$ cat config.mk
export PLATFORM = sky130hd
export DESIGN_NAME = chrl_cmd_queue
export DESIGN_NICKNAME = d
export VERILOG_FILES = /design/src/sv/consistent_hash_ring_lookup_defines.svh /design/src/sv/chrl_pkg.sv /design/src/sv/chrl_cmd_queue.sv
export SDC_FILE = /design/constraint.sdc
export NUM_CORES = 1
export LEC_CHECK = 0
export ABC_AREA = 1
export BUFFER_PORTS_ARGS = -buffer_cell sky130_fd_sc_hd__buf_2
export CAP_MARGIN = 20
export CORE_MARGIN = 3
export CORE_UTILIZATION = 47
export DETAILED_ROUTE_END_ITERATION = 12
export PLACE_DENSITY = 0.76
export SYNTH_ARGS = -nofsm -noshare
export SYNTH_HDL_FRONTEND = slang
export SYNTH_SLANG_ARGS = --single-unit
$ cat constraint.sdc
create_clock -name clk -period 8.35 [get_ports clk]
set_input_delay 2.505 -clock clk [delete_from_list [all_inputs] [get_ports clk]]
set_output_delay 2.505 -clock clk [all_outputs]
set_load 0.01 [all_outputs]
$ cat src/sv/consistent_hash_ring_lookup_defines.svh
// assertion macros for the consistent hash ring lookup block
`ifndef CONSISTENT_HASH_RING_LOOKUP_DEFINES_SVH
`define CONSISTENT_HASH_RING_LOOKUP_DEFINES_SVH

`ifndef SYNTH
`define CHRL_ASSERT_IMPLIES(label, clk, rst, cond, prop) \
  label: assert property (@(posedge clk) disable iff (rst) (cond) |-> (prop)) \
    else $error("check failed: implication");
`define CHRL_ASSERT_NEXT(label, clk, rst, cond, prop) \
  label: assert property (@(posedge clk) disable iff (rst) (cond) |=> (prop)) \
    else $error("check failed: next cycle");
`else
`define CHRL_ASSERT_IMPLIES(label, clk, rst, cond, prop)
`define CHRL_ASSERT_NEXT(label, clk, rst, cond, prop)
`endif

`endif

$ cat src/sv/chrl_pkg.sv
// types, codes and helpers shared by the ring lookup modules
package chrl_pkg;

  // request codes on req_type
  localparam logic [1:0] REQ_CLEAR  = 2'd0;
  localparam logic [1:0] REQ_INSERT = 2'd1;
  localparam logic [1:0] REQ_KEY    = 2'd2;
  localparam logic [1:0] REQ_RANDOM = 2'd3;

  // result status codes
  localparam logic [1:0] STATUS_OK    = 2'd0;
  localparam logic [1:0] STATUS_EMPTY = 2'd1;
  localparam logic [1:0] STATUS_DROP  = 2'd2;

  localparam int QUEUE_DEPTH = 2;
  localparam int QPW = $clog2(QUEUE_DEPTH);

  typedef enum logic [1:0] {
    OP_CLEAR,
    OP_INSERT,
    OP_LOOKUP
  } op_t;

  typedef struct packed {
    op_t              op;
    logic [3:0][31:0] pts;
    logic [7:0]       node;
  } cmd_t;

  typedef struct packed {
    logic [31:0] point;
    logic [7:0]  node;
  } entry_t;

  typedef struct packed {
    logic [7:0]  node;
    logic [31:0] point;
    logic [1:0]  status;
  } result_t;

  typedef enum logic [2:0] {
    ST_IDLE,
    ST_INS_START,
    ST_INS_CMP,
    ST_LK_PROBE,
    ST_LK_CMP,
    ST_LK_FETCH,
    ST_DONE
  } state_t;

  // true when entry a sorts strictly after entry b
  function automatic logic entry_after(entry_t a, entry_t b);
    if (a.point != b.point) begin
      return a.point > b.point;
    end
    return a.node > b.node;
  endfunction

endpackage

$ cat src/sv/chrl_cmd_queue.sv
// short command queue between the front end and the ring engine
module chrl_cmd_queue (
  input  logic           clk,
  input  logic           rst,
  input  logic           enq,
  input  chrl_pkg::cmd_t cmd_in,
  input  logic           deq,
  output logic           full,
  output logic           empty,
  output chrl_pkg::cmd_t cmd_out
);

  chrl_pkg::cmd_t             slots [chrl_pkg::QUEUE_DEPTH];
  logic [chrl_pkg::QPW-1:0]   wptr;
  logic [chrl_pkg::QPW-1:0]   rptr;
  logic [chrl_pkg::QPW:0]     fill;

  assign full    = fill == (chrl_pkg::QPW + 1)'(chrl_pkg::QUEUE_DEPTH);
  assign empty   = fill == '0;
  assign cmd_out = slots[rptr];

  always_ff @(posedge clk) begin
    if (rst) begin
      wptr <= '0;
      rptr <= '0;
      fill <= '0;
    end else begin
      if (enq) begin
        wptr <= wptr + 1'b1;
      end
      if (deq) begin
        rptr <= rptr + 1'b1;
      end
      if (enq && !deq) begin
        fill <= fill + 1'b1;
      end else if (deq && !enq) begin
        fill <= fill - 1'b1;
      end
    end
  end

  always_ff @(posedge clk) begin
    if (enq) begin
      slots[wptr] <= cmd_in;
    end
  end

endmodule

==> flow_summary.yaml, run 1 <==
floorplanning:
  die_h_um: 154
  ios: 282
  coreArea_um2: 21200
  fp-row-count: 53
  initial_utilization: 0.482
  die_area_um2: 23600
  die_x_um: 154
global_route:
  grt_pass1_wl_um: 30000
  grt.total_usage: 0.160
  overflow: 0
  grt_max_degree: 79
  antenna_found_initial: 3
  grt_pass1_vias: 5619
clock_network:
  clkSinkCount: 281
  hold_buffers: 0
  clkTransAtPathRegs_ns: 0.06
  ctsResizeCount: 0
  tritoncts: "built"
  cts_buffer_depth: 3
  cts_max_level: 1
  numCtsBuffers: 29
  cts_root_buf: "clkbuf_16"
  clk_latency_ns: 0.52
  post_cts_buffers: 0
sta:
  finalCriticalPeriod_ns: 5.44
  period_share: 0.651
  relSlewSlack: 0.293
  setup_viol: 0
  rsz0062_at_grt: "no"
  skew_ns: 0.00574
  fmax_mhz: 184
  drv_slew: 0
  hold-worst-slack_ns: 0.527
  timing.final.hold_violations: 0
  worst_pin_slew_ns: 1.06
  setup_ws_ns: 2.91
  tns_ns: 0
critical_path:
  required_ns: 5.85
  crit_fanout: 73
  worstPathCellList: "buf_4, mux2_2, buf_2"
  start_kind: "flip-flop"
  cp_slowest_cell: "dfxtp_4"
  r2r_slack_ns: 5.83
  cp-end-kind: "output pin"
  cp.arrival_ns: 2.93
  critical_path_class: "reg -> out"
  critPathBufInv: 2
  cp_top_family: "buffers and inverters"
  r2r_cells: 3
  rr_endpoint: "slots[1][87]$_DFFE_PP_"
  rr_startpoint: "wptr$_SDFFE_PP0P_"
  critical_path.max_stage_delay_ns: 0.95
min_path:
  hp-start: "rptr$_SDFFE_PP0P_"
  hold_class: "reg -> reg"
  whs_path_depth: 2
finish:
  post-route-util: 0.599
  layout.nets: 906
  seq_area_um2: 8390
  layout-drive-gt1-share: 0.590
  multi_input_area_um2: 1650
  fill_cells: 1611
  syn_to_final_growth_pct: 24.3
status:
  status: "completed"
drt:
  wl_per_cell_um: 18.5
  drc: 0
  first_pass_iters: 4
  viasPerCell: 4.92
  ant_nets: 0
  drt-initial-drc-count: 256
  wirelength_um: 19700
  vias: 5223
synthesis:
  synth-warning-count: 0
  synthDistinctLibCells: 15
  synth_area_um2: 10200
  syn_inst: 462
  synth_area_per_cell_um2: 22.1
  synth_seq_cells: 281
  syn_nets: 605
  ys_seq_area_frac: 0.820
placement:
  dp_slack_ns: 3.38
  dp_hpwl_um: 12900
  gp_congestion: 0.750
  port_buffers: 281
pwr:
  ir_worst_vdd_uv: 186
  power.leakage_uw: 0.00478
  p_per_area_nw_per_um2: 244
run:
  cap_violations: 0
## final cells by class
cell class | instances | area share
sequential | 281 | 0.660
multi-input combinational | 157 | 0.130
timing repair buffer | 285 | 0.113
clock buffer | 37 | 0.0594
tap | 275 | 0.0271
clock inverter | 14 | 0.00679
inverter | 9 | 0.00285
antenna | 3 | 0.000591
## tightest hold or removal path, delay by kind of cell (launching register included)
family	cells	cell delay, ns
flops	1	0.32
xor+xnor	1	0.09
simple gates	1	0.08
## power breakdown
part           leakage [µW]  switching, µW  internal (µW)
Clock              0.000415            480            663
Sequential          0.00263           30.3           1640
Combinational       0.00173            156            143
Total               0.00478            666           2440
## routing by layer
| metal | vias to the layer above | wire, µm | global-route usage |
|---|---|---|---|
| li1 | 2437 | - | - |
| met1 | 2554 | 7570 | 0.190 |
| met2 | 198 | 9970 | 0.276 |
| met3 | 34 | 1640 | 0.0498 |
| met4 | 0 | 468 | 0.0542 |
| met5 | - | 0 | 0 |
## worst max-delay path by stage
| stage | from | end | slack, ns | cells after the start |
|---|---|---|---|---|
| after floorplan | enq | slots[0][0]$_DFFE_PP_ | 1.80 | 2 |
| after global placement | flip-flop | cmd_out[44] | 3.36 | 3 |
| after detailed placement | flip-flop | cmd_out[44] | 3.38 | 3 |
| after CTS | flip-flop | cmd_out[44] | 2.82 | 3 |
| after global routing | flip-flop | cmd_out[44] | 2.72 | 3 |
| final | flip-flop | cmd_out[44] | 2.91 | 3 |
## metrics by stage
| stage | instances | power, µW | area (µm²) |
|---|---|---|---|
| final | 1061 | 3110 | 12700 |
| after global routing | 1061 | 3230 | 12700 |
| after CTS | 1058 | 3140 | 12700 |
| after detailed placement | 1007 | 2000 | 11900 |
| after global placement | 1007 | 1990 | 11900 |
| after floorplan | 462 | 1870 | 10200 |
## cells by family (layout without fill, tap and decap cells)
group                      after synthesis  in the layout  share of synthesized area
AOI/OAI and AO/OA                        2              2                   0.000977
other                                    0              3                          0
muxes                                  138            138                      0.152
adders and majority gates                1              1                    0.00122
xor gates and xnor gates                 1              1                   0.000856
and+or+nand+nor                         15             15                    0.00599
buffers and inverters                   24            345                     0.0192
DFF                                    281            281                      0.820
## cells in the mapped netlist
cell	count	area share
nand3_1	1	0.00049
nor3_1	1	0.00049
edfxtp_1	276	0.81
buf_6	14	0.015
dfxtp_1	5	0.0098
a21oi_1	1	0.00049
nor2_1	7	0.0026
buf_2	1	0.00049
mux2_2	138	0.15
nand4_1	1	0.00061
xnor2_1	1	0.00086
inv_1	9	0.0033
o21ai_0	1	0.00049
ha_1	1	0.0012
nand2_1	5	0.0018
## placed cells by master, fill, tap and decap left out, types with 4 or more instances in the layout
cell type / Yosys / layout
clkinv_1: 0 / 7
dfxtp_1: 5 / 4
mux2_2: 138 / 138
clkbuf_16: 0 / 29
buf_2: 1 / 281
edfxtp_1: 276 / 276
clkinv_2: 0 / 6
nand2_1: 5 / 5
clkbuf_1: 0 / 8
buf_4: 0 / 4
nor2_1: 7 / 6
inv_1: 9 / 8
## sequential cells by signal (all words and copies together), names as in the netlist, named ones only
register and flops:
rptr 1, wptr 1, slots 276, fill 2
Note: power is estimated with default switching activity, not from simulation.
==> run 2: changes to the inputs <==
- clock period: 8.35 -> 4.67 ns (I/O delays scaled with it)
==> run 2 against run 1 <==
  * Clock power rose by 110%
  * Non-clock buffer count rose by 4
  * Wire length rose by 2.1%
==> flow_summary.yaml, run 2 (synthesis results as in run 1) <==
sta:
  skew_ns: 0.0101
  tns_ns: 0
  worst_pin_slew_ns: 0.487
  period_share: 0.763
  rsz0062_at_grt: "no"
  drv_slew: 0
  relSlewSlack: 0.675
  finalCriticalPeriod_ns: 3.56
  fmax_mhz: 281
  timing.final.hold_violations: 0
  setup_viol: 0
clock_network:
  clkTransAtPathRegs_ns: 0.06
  tritoncts: "built"
  cts_root_buf: "clkbuf_16"
  clkSinkCount: 281
  cts_buffer_depth: 3
  clk_latency_ns: 0.53
  numCtsBuffers: 28
  cts_max_level: 1
  ctsResizeCount: 0
  post_cts_buffers: 0
  hold_buffers: 0
pwr:
  intPower_uw: 4700
  ir_worst_vdd_uv: 385
  clkPwrFrac: 0.406
  p_sw_uw: 1220
  swShare: 0.206
  p_comb_frac: 0.094
  power.leakage_uw: 0.00487
  p_per_area_nw_per_um2: 458
  p_seq_frac: 0.501
global_route:
  grt.total_usage: 0.164
  grt_pass1_vias: 5708
  antenna_found_initial: 2
  overflow: 0
  grt_max_degree: 78
  grt_pass1_wl_um: 30900
critical_path:
  critical_path.max_stage_delay_ns: 0.65
  cp.arrival_ns: 2.16
  cp-end-kind: "output pin"
  cp_slowest_cell: "dfxtp_4"
  start_kind: "flip-flop"
  required_ns: 3.27
  worstPathCellList: "buf_12, mux2_2, buf_2"
  critical_path_class: "reg -> out"
  critPathBufInv: 2
  crit_fanout: 63
  cp_top_family: "flip-flops"
drt:
  drt-initial-drc-count: 261
  vias: 5280
  ant_nets: 0
  first_pass_iters: 4
  wl_per_cell_um: 18.8
  viasPerCell: 4.96
  drc: 0
  wirelength_um: 20100
floorplanning:
  coreArea_um2: 21200
  ios: 282
  die_area_um2: 23600
  initial_utilization: 0.482
  die_x_um: 154
  fp-row-count: 53
  die_h_um: 154
finish:
  syn_to_final_growth_pct: 26.5
  post-route-util: 0.610
  regMostFlops: "slots"
  largest_register_ffs: 276
  reg.largest.list: "slots x276, fill x2"
  layout-drive-gt1-share: 0.594
  layout.nets: 909
  design_area_um2: 12900
  fin_cells: 1064
  layout_commonest_cell: "buf_2"
  final_cell_mix: "281 x buf_2, 276 x edfxtp_1, 138 x mux2_2, 29 x clkbuf_16"
status:
  status: "completed"
placement:
  placed_area_um2: 11900
  dp_hpwl_um: 13500
  port_buffers: 281
  dp.cells: 1011
  gp_congestion: 0.746
run:
  cap_violations: 0
min_path:
  hold_class: "reg -> reg"
==> run 2: cell count changes in the layout (fill, tap and decap cells not counted), sizes merged <==
cell    delta
clkinv     -5
diode      -2
buf        +4
bufinv     +6
==> run 2: power by group through the flow <==
stage	sequential [µW]	clock [µW]	combinational, µW
6_report	2960	2400	554
5_1_grt	2970	2570	602
4_1_cts	2970	2460	566
3_5_place_dp	3020	0	563
3_3_place_gp	3010	0	551
2_1_floorplan	3000	0	335
==> run 2: final timing paths <==
path	from	to	slack, ns	cells past startpoint
hold / removal	fill[0]$_SDFFE_PP0P_	fill[0]$_SDFFE_PP0P_	0.54	2
setup reg to reg	wptr$_SDFFE_PP0P_	slots[1][85]$_DFFE_PP_	2.97	3
setup / recovery	flip-flop	cmd_out[25]	1.11	3
hold reg to reg	fill[0]$_SDFFE_PP0P_	fill[0]$_SDFFE_PP0P_	0.54	2
==> run 2: routing by layer <==
metal  wire, µm  share of wire  vias to the layer above  GRT usage
met3       1560          0.078                       50     0.0487
met5          7        0.00035                        -          0
met2      10300           0.51                      204      0.286
met1       7570           0.38                     2578      0.197
li1           -              -                     2446          -
met4        660          0.033                        2     0.0538
==> run 2: metrics by stage <==
stage	power [µW]	setup WS (ns)	hold WS (ns)
finish	5920	1.11	0.536
global route	6140	1.01	0.570
CTS	5990	1.03	0.541
detailed placement	3580	1.60	0.533
global placement	3560	1.59	0.494
floorplan	3340	0.0427	0.480
==> run 2: cell type report <==
cell class | count | area (µm²)
antenna | 1 | 2.50
clock buffer | 37 | 756
clock inverter | 15 | 246
fill | 1598 | 8280
inverter | 9 | 38.8
multi-input combinational | 157 | 1650
sequential | 281 | 8390
tap | 275 | 344
timing repair buffer | 289 | 1500
==> run 2: worst min-delay path, stage by stage (launching register included) <==
cell and delay, ns:
dfxtp_1 0.33, inv_1 0.09, a21oi_1 0.07
==> run 3: changes to the inputs <==
- clock period: 4.67 -> 3.2 ns (I/O delays scaled with it)
==> run 3 against run 2 <==
  * Critical path depth unchanged
  * Clock skew down 0.0015 ns
  * Worst hold slack got worse by 0.010 ns
  * Cell count about the same
==> flow_summary.yaml, run 3 (synthesis results as in run 1) <==
drt:
  drt-initial-drc-count: 291
  viasPerCell: 4.93
  ant_nets: 0
  wirelength_um: 19900
  top_layer: "met5"
  wl_per_cell_um: 18.7
  wl_met3_um: 1590
  drc: 0
  first_pass_iters: 4
  wl_met2_um: 10100
  met1Wirelength_um: 7730
  vias: 5251
placement:
  port_buffers: 281
  gp_congestion: 0.796
  placed_area_um2: 12000
  dp_hpwl_um: 13300
sta:
  fmax_mhz: 334
  period_share: 0.936
  rsz0062_at_grt: "no"
  tns_ns: 0
  relSlewSlack: 0.661
  finalCriticalPeriod_ns: 2.99
  setup_viol: 0
  worst_pin_slew_ns: 0.508
  drv_slew: 0
  skew_ns: 0.00853
  timing.final.hold_violations: 0
global_route:
  antenna_found_initial: 5
  grt_pass1_wl_um: 30300
  grt_pass1_vias: 5539
  grt_max_degree: 83
  grt.total_usage: 0.162
  overflow: 0
clock_network:
  post_cts_buffers: 0
  clk_latency_ns: 0.52
  clkTransAtPathRegs_ns: 0.06
  cts_max_level: 1
  tritoncts: "built"
  cts_root_buf: "clkbuf_16"
  cts_buffer_depth: 3
  hold_buffers: 0
  numCtsBuffers: 28
  ctsResizeCount: 0
  clkSinkCount: 281
floorplanning:
  die_h_um: 154
  fp-row-count: 53
  ios: 282
  die_area_um2: 23600
  initial_utilization: 0.482
  coreArea_um2: 21200
  die_x_um: 154
min_path:
  hp-start: "rptr$_SDFFE_PP0P_"
  hold_class: "reg -> reg"
finish:
  design_area_um2: 12900
  final_cell_mix: "281 x buf_2, 276 x edfxtp_1, 138 x mux2_2, 29 x clkbuf_16, 8 x clkbuf_1"
  layout_commonest_cell: "buf_2"
  syn_to_final_growth_pct: 26.2
  largest_register_ffs: 276
  regMostFlops: "slots"
  layout.nets: 912
  seq_area_um2: 8390
  layout-drive-gt1-share: 0.598
  fill_cells: 1591
  reg.largest.list: "slots x276, fill x2"
  multi_input_area_um2: 1670
pwr:
  p_per_area_nw_per_um2: 642
  ir_worst_vdd_uv: 436
  power.leakage_uw: 0.00484
critical_path:
  cp-end-kind: "output pin"
  cp_top_family: "flip-flops"
  crit_fanout: 27
  critPathBufInv: 2
  cp.arrival_ns: 2.03
  critical_path.max_stage_delay_ns: 0.61
  cp_slowest_cell: "dfxtp_4"
  worstPathCellList: "buf_4, mux2_2, buf_2"
  rr_startpoint: "wptr$_SDFFE_PP0P_"
  required_ns: 2.24
  critical_path_class: "reg -> out"
  start_kind: "flip-flop"
run:
  cap_violations: 0
status:
  status: "completed"
==> run 3: metrics by stage <==
stage	std cells	hold slack [ns]	total power (µW)	util	setup slack [ns]
CTS	1062	0.529	8400	0.608	0.164
global route	1065	0.558	8610	0.609	0.0934
detailed placement	1014	0.514	5240	0.566	0.740
floorplan	462	0.480	4870	-	-0.238
global placement	1014	0.495	5220	0.566	0.791
finish	1065	0.526	8290	0.609	0.206
==> run 3: area by class of cell <==
class,count,share of cell area
Multi-Input combinational cell,157,0.129
Antenna cell,3,0.000581
Inverter,9,0.00388
Tap cell,275,0.0266
Clock inverter,11,0.0101
Sequential cell,281,0.650
Timing Repair Buffer,292,0.121
Clock buffer,37,0.0585
==> run 3: per-layer routing <==
metal,up-vias,track usage
met5,-,0
met4,4,0.0479
met3,38,0.0464
met2,213,0.279
met1,2560,0.200
li1,2436,-
==> run 3: power breakdown <==
part           leakage [µW]  switching (µW)  internal [µW]  total, µW
sequential          0.00263            61.5           4260       4330
clock              0.000424            1240           1890       3130
combinational       0.00178             432            398        830
total               0.00484            1740           6550       8290
==> run 3: worst min-delay path, delay by kind of cell (launching register included) <==
family	cells	cell delay, ns
AND/OR/NAND/NOR	1	0.08
XOR/XNOR	1	0.08
flip-flops	1	0.33
==> run 3: final timing paths <==
kind,endpoint,slack (ns),cells after the start
min reg2reg,rptr$_SDFFE_PP0P_,0.53,2
max reg2reg,slots[1][111]$_DFFE_PP_,1.69,3
max,cmd_out[65],0.21,3
min,rptr$_SDFFE_PP0P_,0.53,2
