File: config.mk
export PLATFORM = sky130hd
export DESIGN_NAME = chrl_front
export DESIGN_NICKNAME = d
export VERILOG_FILES = /design/src/sv/consistent_hash_ring_lookup_defines.svh /design/src/sv/chrl_pkg.sv /design/src/sv/chrl_front.sv
export SDC_FILE = /design/constraint.sdc
export NUM_CORES = 1
export LEC_CHECK = 0
export ABC_CLOCK_PERIOD_IN_PS = 1300
export BUFFER_PORTS_ARGS = -buffer_cell sky130_fd_sc_hd__buf_4
export CORE_AREA = 3 3 107 109
export DETAILED_ROUTE_END_ITERATION = 6
export DIE_AREA = 0 0 110 112
export PLACE_DENSITY_LB_ADDON = 0.3
export SETUP_SLACK_MARGIN = 0.3
export SLEW_MARGIN = 15
export SYNTH_ARGS = -nofsm -noshare
export SYNTH_HDL_FRONTEND = slang
export SYNTH_SLANG_ARGS = --single-unit
File: constraint.sdc
create_clock -name vclk -period 1.3
set_input_delay 0.26 -clock vclk [all_inputs]
set_output_delay 0.26 -clock vclk [all_outputs]
set_load 0.02 [all_outputs]
File: src/sv/consistent_hash_ring_lookup_defines.svh
// assertion macros for the consistent hash ring lookup block
`ifndef CONSISTENT_HASH_RING_LOOKUP_DEFINES_SVH
`define CONSISTENT_HASH_RING_LOOKUP_DEFINES_SVH

`ifndef SYNTH
`define CHRL_ASSERT_IMPLIES(label, clk, rst, cond, prop) \
  label: assert property (@(posedge clk) disable iff (rst) (cond) |-> (prop)) \
    else $error("check failed: implication");
`define CHRL_ASSERT_NEXT(label, clk, rst, cond, prop) \
  label: assert property (@(posedge clk) disable iff (rst) (cond) |=> (prop)) \
    else $error("check failed: next cycle");
`else
`define CHRL_ASSERT_IMPLIES(label, clk, rst, cond, prop)
`define CHRL_ASSERT_NEXT(label, clk, rst, cond, prop)
`endif

`endif

File: src/sv/chrl_pkg.sv
// types, codes and helpers shared by the ring lookup modules
package chrl_pkg;

  // request codes on req_type
  localparam logic [1:0] REQ_CLEAR  = 2'd0;
  localparam logic [1:0] REQ_INSERT = 2'd1;
  localparam logic [1:0] REQ_KEY    = 2'd2;
  localparam logic [1:0] REQ_RANDOM = 2'd3;

  // result status codes
  localparam logic [1:0] STATUS_OK    = 2'd0;
  localparam logic [1:0] STATUS_EMPTY = 2'd1;
  localparam logic [1:0] STATUS_DROP  = 2'd2;

  localparam int QUEUE_DEPTH = 2;
  localparam int QPW = $clog2(QUEUE_DEPTH);

  typedef enum logic [1:0] {
    OP_CLEAR,
    OP_INSERT,
    OP_LOOKUP
  } op_t;

  typedef struct packed {
    op_t              op;
    logic [3:0][31:0] pts;
    logic [7:0]       node;
  } cmd_t;

  typedef struct packed {
    logic [31:0] point;
    logic [7:0]  node;
  } entry_t;

  typedef struct packed {
    logic [7:0]  node;
    logic [31:0] point;
    logic [1:0]  status;
  } result_t;

  typedef enum logic [2:0] {
    ST_IDLE,
    ST_INS_START,
    ST_INS_CMP,
    ST_LK_PROBE,
    ST_LK_CMP,
    ST_LK_FETCH,
    ST_DONE
  } state_t;

  // true when entry a sorts strictly after entry b
  function automatic logic entry_after(entry_t a, entry_t b);
    if (a.point != b.point) begin
      return a.point > b.point;
    end
    return a.node > b.node;
  endfunction

endpackage

File: src/sv/chrl_front.sv
// front end: classifies items and builds ring commands
module chrl_front #(
  parameter int NODE_COUNT = 256
) (
  input  logic           push,
  input  logic           full,
  input  logic [1:0]     req_type,
  input  logic [31:0]    word0,
  input  logic [31:0]    word1,
  input  logic [31:0]    word2,
  input  logic [31:0]    word3,
  input  logic [7:0]     node_in,
  output logic           enq,
  output chrl_pkg::cmd_t cmd
);

  logic [7:0] node_clamped;

  // ids past the node range fold onto the last node
  always_comb begin
    if (32'(node_in) >= 32'(NODE_COUNT)) begin
      node_clamped = 8'(NODE_COUNT - 1);
    end else begin
      node_clamped = node_in;
    end
  end

  always_comb begin
    cmd.pts  = {word3, word2, word1, word0};
    cmd.node = node_clamped;
    case (req_type)
      chrl_pkg::REQ_CLEAR: begin
        cmd.op = chrl_pkg::OP_CLEAR;
      end
      chrl_pkg::REQ_INSERT: begin
        cmd.op = chrl_pkg::OP_INSERT;
      end
      chrl_pkg::REQ_KEY: begin
        cmd.op     = chrl_pkg::OP_LOOKUP;
        cmd.pts[0] = word0 ^ word1 ^ word2 ^ word3;
      end
      default: begin
        cmd.op = chrl_pkg::OP_LOOKUP;
      end
    endcase
  end

  assign enq = push && !full;

endmodule

==> impl_metrics.csv, run 1 <==
group,metric,value,unit
place,place_congestion,0.760,
finish,design_area,0.00401,mm^2
detailed_routing,first_pass_iters,4,
yosys,synth_top_area_cell,"buf_4",
finish,fin_util,37.5,%
floorplan,num_rows,38,
grt,grt-busiest-layer,"met2",
setup_path,path_cells,"buf_4 > xnor3_1 > nor2_4 > xor2_2 > buf_4",
yosys,synth_top_family_by_area,"XOR/XNOR gates",
setup_path,critPathKind,"in -> out",
finish,multiInputGateArea,0.00158,mm^2
floorplan,die-area,0.0123,mm^2
power_and_ir_drop,vdd_drop_max,0.000200,V
outcome,outcome,"complete, but fails checks",
grt,grt_pass1_wl,8960,um
timing,setup_ws,-148,ps
detailed_routing,wl_per_cell,12.7,um
timing,max_freq,691,MHz
finish,register_area,0,um^2
power_and_ir_drop,p_leak,2.18,nW
hold_path,hp-class,"in -> out",
floorplan,die_h,112,um
place,placed_area,0.00373,mm^2
yosys,ys_seq_area_share,0,%
yosys,synth_fp_nets,347,
place,placed_cells,516,
yosys,yosys.area_share.adder,0,%
place,port_buffers,263,
yosys,ys_top_cells_by_area,"buf_4 (40%), xnor3_1 (37%), xor2_1 (14%)",
yosys,syn-instance-count,207,
setup_path,cp_common_cell,"buf_4",
timing,fin_tns_setup,-3580,ps
run,max_cap_viol_count,0,
setup_path,crit_slowest_cell,"xnor3_1",
detailed_routing,drc,0,
timing,drv_slew,0,
grt,grt_usage,9.07,%
detailed_routing,via_per_inst,3.59,
setup_path,arrival,1190,ps
grt,grt_max_degree,18,
setup_path,critPathLaunchType,"input port",
detailed_routing,num_vias,1863,
clocking,cts_hold_buf,0,
finish,seq_cell_count,0,
yosys,post-synth-top-area-fraction,40.2,%
setup_path,cp_max_fo,2,
setup_path,endpoint_kind,"output port",
power_and_ir_drop,power.density,472,mW/mm^2
yosys,syn_avg_cell_area,9.48,um^2
finish,antenna_cells_inserted,0,
detailed_routing,drt_first_iter_violations,17,
detailed_routing,wirelength,6580,um
yosys,synth_xor_area_share,51.0,%
yosys,synthDistinctLibCells,9,
timing,period_share,111,%
setup_path,cp_top_family,"XOR/XNOR gates",
timing,hold_viol_final,0,
grt,antenna_found_initial,0,
grt,use_met2,19.4,%
finish,nClkBuffers,0,
grt,met3_usage,1.62,%
detailed_routing,ant_nets,0,
setup_path,crit_required,1040,ps
floorplan,boundaryPins,279,
yosys,yosys.area_share.simple,8.10,%
floorplan,die_x,110,um
yosys,synth_compound_area_share,0,%
yosys,synth_mux_area_share,0,%
floorplan,core,0.0107,mm^2
timing,relSlewSlack,87.9,%
finish,drive_above_1_share,91.3,%
finish,fillers,1063,
timing,min_period,1450,ps
timing,rsz0062_at_grt,"yes",
yosys,yosys-top-cells-count,"buf_4 (105), xnor3_1 (32), xor2_1 (32)",
yosys,yosys.cell_count.top_type,"buf_4",
grt,grt_pass1_vias,1889,
finish,nNetsFinal,521,
place,hpwl,6040,um
yosys,yosys_warnings,0,
setup_path,critical-path-max-stage-delay,380,ps
grt,use_met1,9.08,%
finish,area_growth,104,%
yosys,synthesis.area,0.00196,mm^2
finish,fin_cells,519,
setup_path,worst-path-buf-inv,2,
timing,tightest_slew,182,ps
outcome,violations,"negative setup slack",
floorplan,start_util,18.3,%
grt,gr-total-overflow,0,
timing,setup_viol,32,
[logic make-up (layout without fill, tap and decap cells)]
kind of cell / after synthesis / after routing
xor gates and xnor gates: 64 / 64
buffers and inverters: 108 / 280
and+or+nand+nor: 35 / 35
[cells in the final DEF, fill, tap and decap left out]
| cell type | synthesis | final |
|---|---|---|
| nor2_4 | 0 | 21 |
| nor2_2 | 5 | 11 |
| buf_8 | 0 | 1 |
| xor2_2 | 0 | 32 |
| nor2b_2 | 0 | 1 |
| nand2b_4 | 1 | 1 |
| buf_6 | 0 | 33 |
| xnor3_1 | 32 | 32 |
| buf_12 | 0 | 2 |
| buf_4 | 105 | 244 |
| nor2b_1 | 2 | 1 |
[per-stage QoR]
stage	total power [mW]	worst slack, ps	hold WS, ps
2_1_floorplan	1.13	19.8	598
3_3_place_gp	1.77	-193	520
3_5_place_dp	1.78	-185	520
4_1_cts	1.89	-167	520
5_1_grt	2.00	-198	520
6_report	1.89	-148	520
[layer usage]
metal / wire length [um] / share of wire [%] / vias up
li1: - / - / 866
met3: 877 / 13 / 4
met4: 16 / 0.24 / 0
met2: 3720 / 57 / 141
met1: 1970 / 30 / 852
met5: 0 / 0 / -
[worst paths after layout]
kind / startpoint / end / slack [ps] / depth (start not counted)
max: word1[25] / cmd[33] / -150 / 5
min: node_in[6] / cmd[6] / 520 / 0
[repair_timing]
action	in CTS	in global routing
pin swaps	8	9
buffers inserted	1	2
cloned	0	0
resized for setup	49	11
setup endpoints to repair	33	33
[final cells by class]
cell class,instances,share of cell area (%)
repair buffers,280,56.3
multi-input cells,99,39.3
well taps,140,4.37
[power breakdown]
part	switching (mW)	internal, mW
sequential	0	0
clock	0	0
combinational	0.856	1.04
(Power assumes the default switching activity.)
==> inputs of run 2 (changes only) <==
- RECOVER_POWER: not set -> 25
==> run 2 against run 1 <==
Effect of this change:
- the run still ends with negative setup slack left
- sequential share of layout area did not move
- worst setup slack barely moved
- critical path type unchanged
- sequential cell count did not move
- cell count did not move
- routed wire length barely moved
- critical path depth did not move
- maximum frequency barely moved
- first-iteration DRC count fell by 5.9%
- largest cell class unchanged
- non-clock buffer count did not move
- critical endpoint unchanged
- global-route usage did not move
- clock-buffer cell count did not move
==> impl_metrics.csv, run 2 (synthesis results as in run 1) <==
group,metric,value,unit
timing,fin_tns_setup,-3580,ps
clocking,cts_hold_buf,0,
timing,hold_viol_final,0,
hold_path,min_to,"cmd[6]",
detailed_routing,drt_first_iter_violations,16,
grt,gr-total-overflow,0,
finish,antenna_cells_inserted,0,
grt,grt_pass1_vias,1889,
hold_path,min_path_cells,0,
finish,fin_util,37.2,%
grt,grt_usage,9.07,%
setup_path,crit_required,1040,ps
grt,grt_pass1_wl,8960,um
detailed_routing,wirelength,6580,um
timing,hold_slack,520,ps
timing,relSlewSlack,82.8,%
finish,final_common_cell,"buf_4",
place,placed_area,0.00373,mm^2
power_and_ir_drop,vdd_drop_max,0.000200,V
setup_path,critPathKind,"in -> out",
finish,fin_cells,519,
place,hpwl,6040,um
floorplan,die-area,0.0123,mm^2
floorplan,start_util,18.3,%
finish,seq_cell_count,0,
detailed_routing,via_per_inst,3.59,
floorplan,core,0.0107,mm^2
timing,rsz0062_at_grt,"yes",
setup_path,endpoint_kind,"output port",
timing,drv_slew,0,
timing,tightest_slew,259,ps
timing,setup_viol,32,
timing,period_share,111,%
grt,grt_max_degree,18,
finish,nNetsFinal,521,
floorplan,die_x,110,um
place,place_congestion,0.760,
setup_path,arrival,1190,ps
outcome,outcome,"complete, but fails checks",
hold_path,min-delay-start,"node_in[6]",
finish,fillers,1071,
power_and_ir_drop,p_leak,2.15,nW
detailed_routing,wl_per_cell,12.7,um
detailed_routing,drc,0,
setup_path,critPathLaunchType,"input port",
finish,register_area,0,um^2
setup_path,cp_max_fo,2,
run,max_cap_viol_count,0,
power_and_ir_drop,power.density,473,mW/mm^2
detailed_routing,num_vias,1861,
finish,drive_above_1_share,89.2,%
finish,multiInputGateArea,0.00158,mm^2
detailed_routing,first_pass_iters,4,
detailed_routing,ant_nets,0,
floorplan,die_h,112,um
finish,area_growth,103,%
outcome,violations,"negative setup slack",
finish,final_cell_mix,"buf_4 (236), buf_6 (33), xnor3_1 (32), xor2_2 (32), nor2_4 (21)",
grt,antenna_found_initial,0,
power_and_ir_drop,total_power,1.88,mW
place,port_buffers,263,
place,placed_cells,516,
finish,design_area,0.00398,mm^2
timing,setup_ws,-148,ps
floorplan,boundaryPins,279,
place,dp_slack,-185,ps
timing,min_period,1450,ps
timing,max_freq,691,MHz
finish,nClkBuffers,0,
floorplan,num_rows,38,
hold_path,hp-class,"in -> out",
==> run 2: changes by cell type in the layout (fill, tap and decap cells not counted), sizes merged <==
cell,previous run,this run
buf,280,272
clkbuf,0,8
==> run 2: worst max path at each step <==
stage | to | cells past startpoint | startpoint
finish | cmd[33] | 5 | word1[25]
global route | cmd[39] | 5 | word1[31]
CTS | cmd[15] | 5 | word3[7]
detailed placement | cmd[38] | 6 | req_type[0]
global placement | cmd[33] | 5 | word1[25]
floorplan | cmd[11] | 3 | word1[3]
==> run 2: where the power goes <==
| group | internal, mW | switching (mW) | total, mW |
|---|---|---|---|
| clock | 0 | 0 | 0 |
| combinational | 1.03 | 0.855 | 1.88 |
| sequential | 0 | 0 | 0 |
==> run 2: worst max-delay path, cell delays in order <==
cell and delay (ps):
buf_4 110, xnor3_1 380, nor2_4 150, xor2_2 130, buf_4 150
==> run 2: layout make-up <==
cell class | count | area share (%)
repair buffers | 280 | 56.0
well taps | 140 | 4.40
multi-input cells | 99 | 39.6
==> run 2: layer usage <==
metal	up-vias	share of wire, %	GRT usage, %
met2	141	56	19.4
met3	4	14	1.62
met5	-	0	0
met4	0	0.24	0.249
li1	866	-	-
met1	850	30	9.08
==> run 2: repair_timing <==
action	4_1_cts	5_1_grt
endpoints found under the setup margin	33	33
setup buffers	1	2
pin swaps	8	9
resized for setup	49	11
==> inputs of run 3 (changes only) <==
- ABC_AREA: not set -> 1
- CORE_AREA: 3 3 107 109 -> 3 3 106 108
- DIE_AREA: 0 0 110 112 -> 0 0 109 111
==> run 3 against run 2 <==
Effect of this change:
- the flow still finishes with violations (negative setup slack)
- die area decreased by 1.8%
- clock-buffer cell count unchanged
- non-clock buffer count increased by 39
- power increased by 1.2%
- worst hold slack about the same
- core utilization increased by 8.6 points
- first-iteration DRC count increased to 4.9 times the previous value
- largest cell class unchanged
==> impl_metrics.csv, run 3 <==
group,metric,value,unit
setup_path,crit_slowest_cell,"nor2_8",
power_and_ir_drop,p_leak,2.76,nW
yosys,synth_top_area_cell,"buf_4",
floorplan,start_util,23.7,%
outcome,outcome,"complete, but fails checks",
setup_path,critPathKind,"in -> out",
finish,final_common_cell,"buf_4",
power_and_ir_drop,vdd_drop_max,0.000211,V
setup_path,cp_common_cell,"nand2_2",
finish,multiInputGateArea,0.00172,mm^2
yosys,synth_top_family_by_area,"simple AND/OR/NAND/NOR gates",
clocking,cts_hold_buf,0,
setup_path,cp_top_family,"buffers and inverters",
timing,tightest_slew,260,ps
detailed_routing,drc,0,
setup_path,endpoint_kind,"output port",
setup_path,arrival,1120,ps
finish,area_growth,93.0,%
floorplan,num_rows,37,
timing,relSlewSlack,82.7,%
yosys,ys_seq_area_share,0,%
timing,max_freq,723,MHz
timing,period_share,106,%
floorplan,die_h,111,um
setup_path,crit_required,1040,ps
setup_path,worst-path-buf-inv,5,
yosys,synth_fp_nets,612,
yosys,synth_mux_area_share,0,%
floorplan,die_x,109,um
yosys,synth_compound_area_share,0,%
detailed_routing,wl_per_cell,12.0,um
place,placed_area,0.00427,mm^2
finish,antenna_cells_inserted,0,
finish,final_cell_mix,"buf_4 (254), nand2_1 (107), inv_1 (68), nand2_2 (54), buf_6 (39)",
timing,rsz0062_at_grt,"yes",
detailed_routing,num_vias,3536,
yosys,ys_top_cells_by_area,"buf_4 (33%), nand2_1 (25%), nand3_1 (13%)",
setup_path,critical-path-max-stage-delay,160,ps
setup_path,path_cells,"buf_8 > inv_6 > nor2_8 > buf_12 > buf_16 > nand3_2 > nand2_2 > nand2_2 > buf_6",
finish,seq_cell_count,0,
grt,grt_max_degree,31,
yosys,synthDistinctLibCells,10,
floorplan,core,0.0103,mm^2
yosys,syn-instance-count,472,
finish,register_area,0,um^2
hold_path,hp-class,"in -> out",
yosys,syn_avg_cell_area,5.19,um^2
yosys,yosys_warnings,0,
grt,antenna_found_initial,0,
yosys,synth_xor_area_share,0,%
yosys,synthesis.area,0.00245,mm^2
outcome,violations,"negative setup slack",
floorplan,boundaryPins,279,
detailed_routing,wirelength,9800,um
place,place_congestion,0.842,
timing,drv_slew,0,
finish,design_area,0.00473,mm^2
power_and_ir_drop,power.density,403,mW/mm^2
detailed_routing,ant_nets,0,
setup_path,cp_max_fo,7,
yosys,post-synth-top-area-fraction,32.8,%
finish,fin_util,45.8,%
floorplan,die-area,0.0121,mm^2
finish,drive_above_1_share,61.6,%
grt,grt_usage,15.0,%
finish,nNetsFinal,822,
finish,nClkBuffers,0,
timing,hold_viol_final,0,
detailed_routing,drt_first_iter_violations,79,
place,hpwl,8240,um
yosys,yosys.cell_count.top_type,"nand2_1",
timing,min_period,1380,ps
grt,grt_pass1_wl,15500,um
run,max_cap_viol_count,0,
yosys,yosys.area_share.adder,0,%
finish,fillers,1075,
grt,grt_pass1_vias,3631,
timing,fin_tns_setup,-1170,ps
timing,setup_ws,-82.5,ps
place,port_buffers,263,
yosys,yosys-top-cells-count,"nand2_1 (161), buf_4 (107), inv_1 (70)",
grt,gr-total-overflow,0,
timing,setup_viol,28,
detailed_routing,via_per_inst,4.33,
yosys,yosys.area_share.simple,54.9,%
detailed_routing,first_pass_iters,4,
setup_path,critPathLaunchType,"input port",
[run 3: cell count changes in the layout (fill, tap and decap cells not counted), sizes merged, moves of 2 or more]
cell	delta
nand2	+161
inv	+70
nand3	+64
nand4	+32
xnor3	-32
xor2	-32
or2	+31
buf	+29
nor2	-29
clkbuf	+10
nor2b	-2
[run 3: cell families (layout without fill, tap and decap cells)]
kind of cell | after synthesis | in the layout
buf+inv | 181 | 389
simple gates | 291 | 291
[run 3: final timing paths]
| check | startpoint | end | slack (ps) | cells after the start |
|---|---|---|---|---|
| worst max-delay path | req_type[1] | cmd[20] | -80 | 9 |
| worst min-delay path | node_in[4] | cmd[4] | 520 | 0 |
[run 3: area by class of cell]
| type | count | area share, % |
|---|---|---|
| repair buffers | 319 | 54.4 |
| inverters | 70 | 5.66 |
| multi-input cells | 291 | 36.3 |
| well taps | 136 | 3.60 |
[run 3: timing repair]
| action | CTS | global route |
|---|---|---|
| buffers inserted | 2 | 0 |
| pin swaps | 26 | 20 |
| setup endpoints to repair | 35 | 33 |
| gates resized for setup | 91 | 35 |
| gates cloned | 2 | 0 |
[run 3: report_power, final]
group	internal (mW)	switching, mW	total [mW]
clock network	0	0	0
logic	0.962	0.942	1.90
registers	0	0	0
total	0.962	0.942	1.90
[run 3: per-layer routing]
metal	track usage, %	share of wire, %
met5	0	0
met4	2.61	1.8
met3	2.85	9.4
met2	32.2	57
met1	13.8	32
[run 3: metrics by stage]
stage,power (mW),std cells,worst slack [ps],hold WS [ps]
2_1_floorplan,1.01,472,152,600
3_3_place_gp,1.69,812,-101,520
3_5_place_dp,1.72,812,-97.2,520
4_1_cts,1.89,816,-88.0,520
5_1_grt,2.06,816,-134,520
6_report,1.90,816,-82.5,520
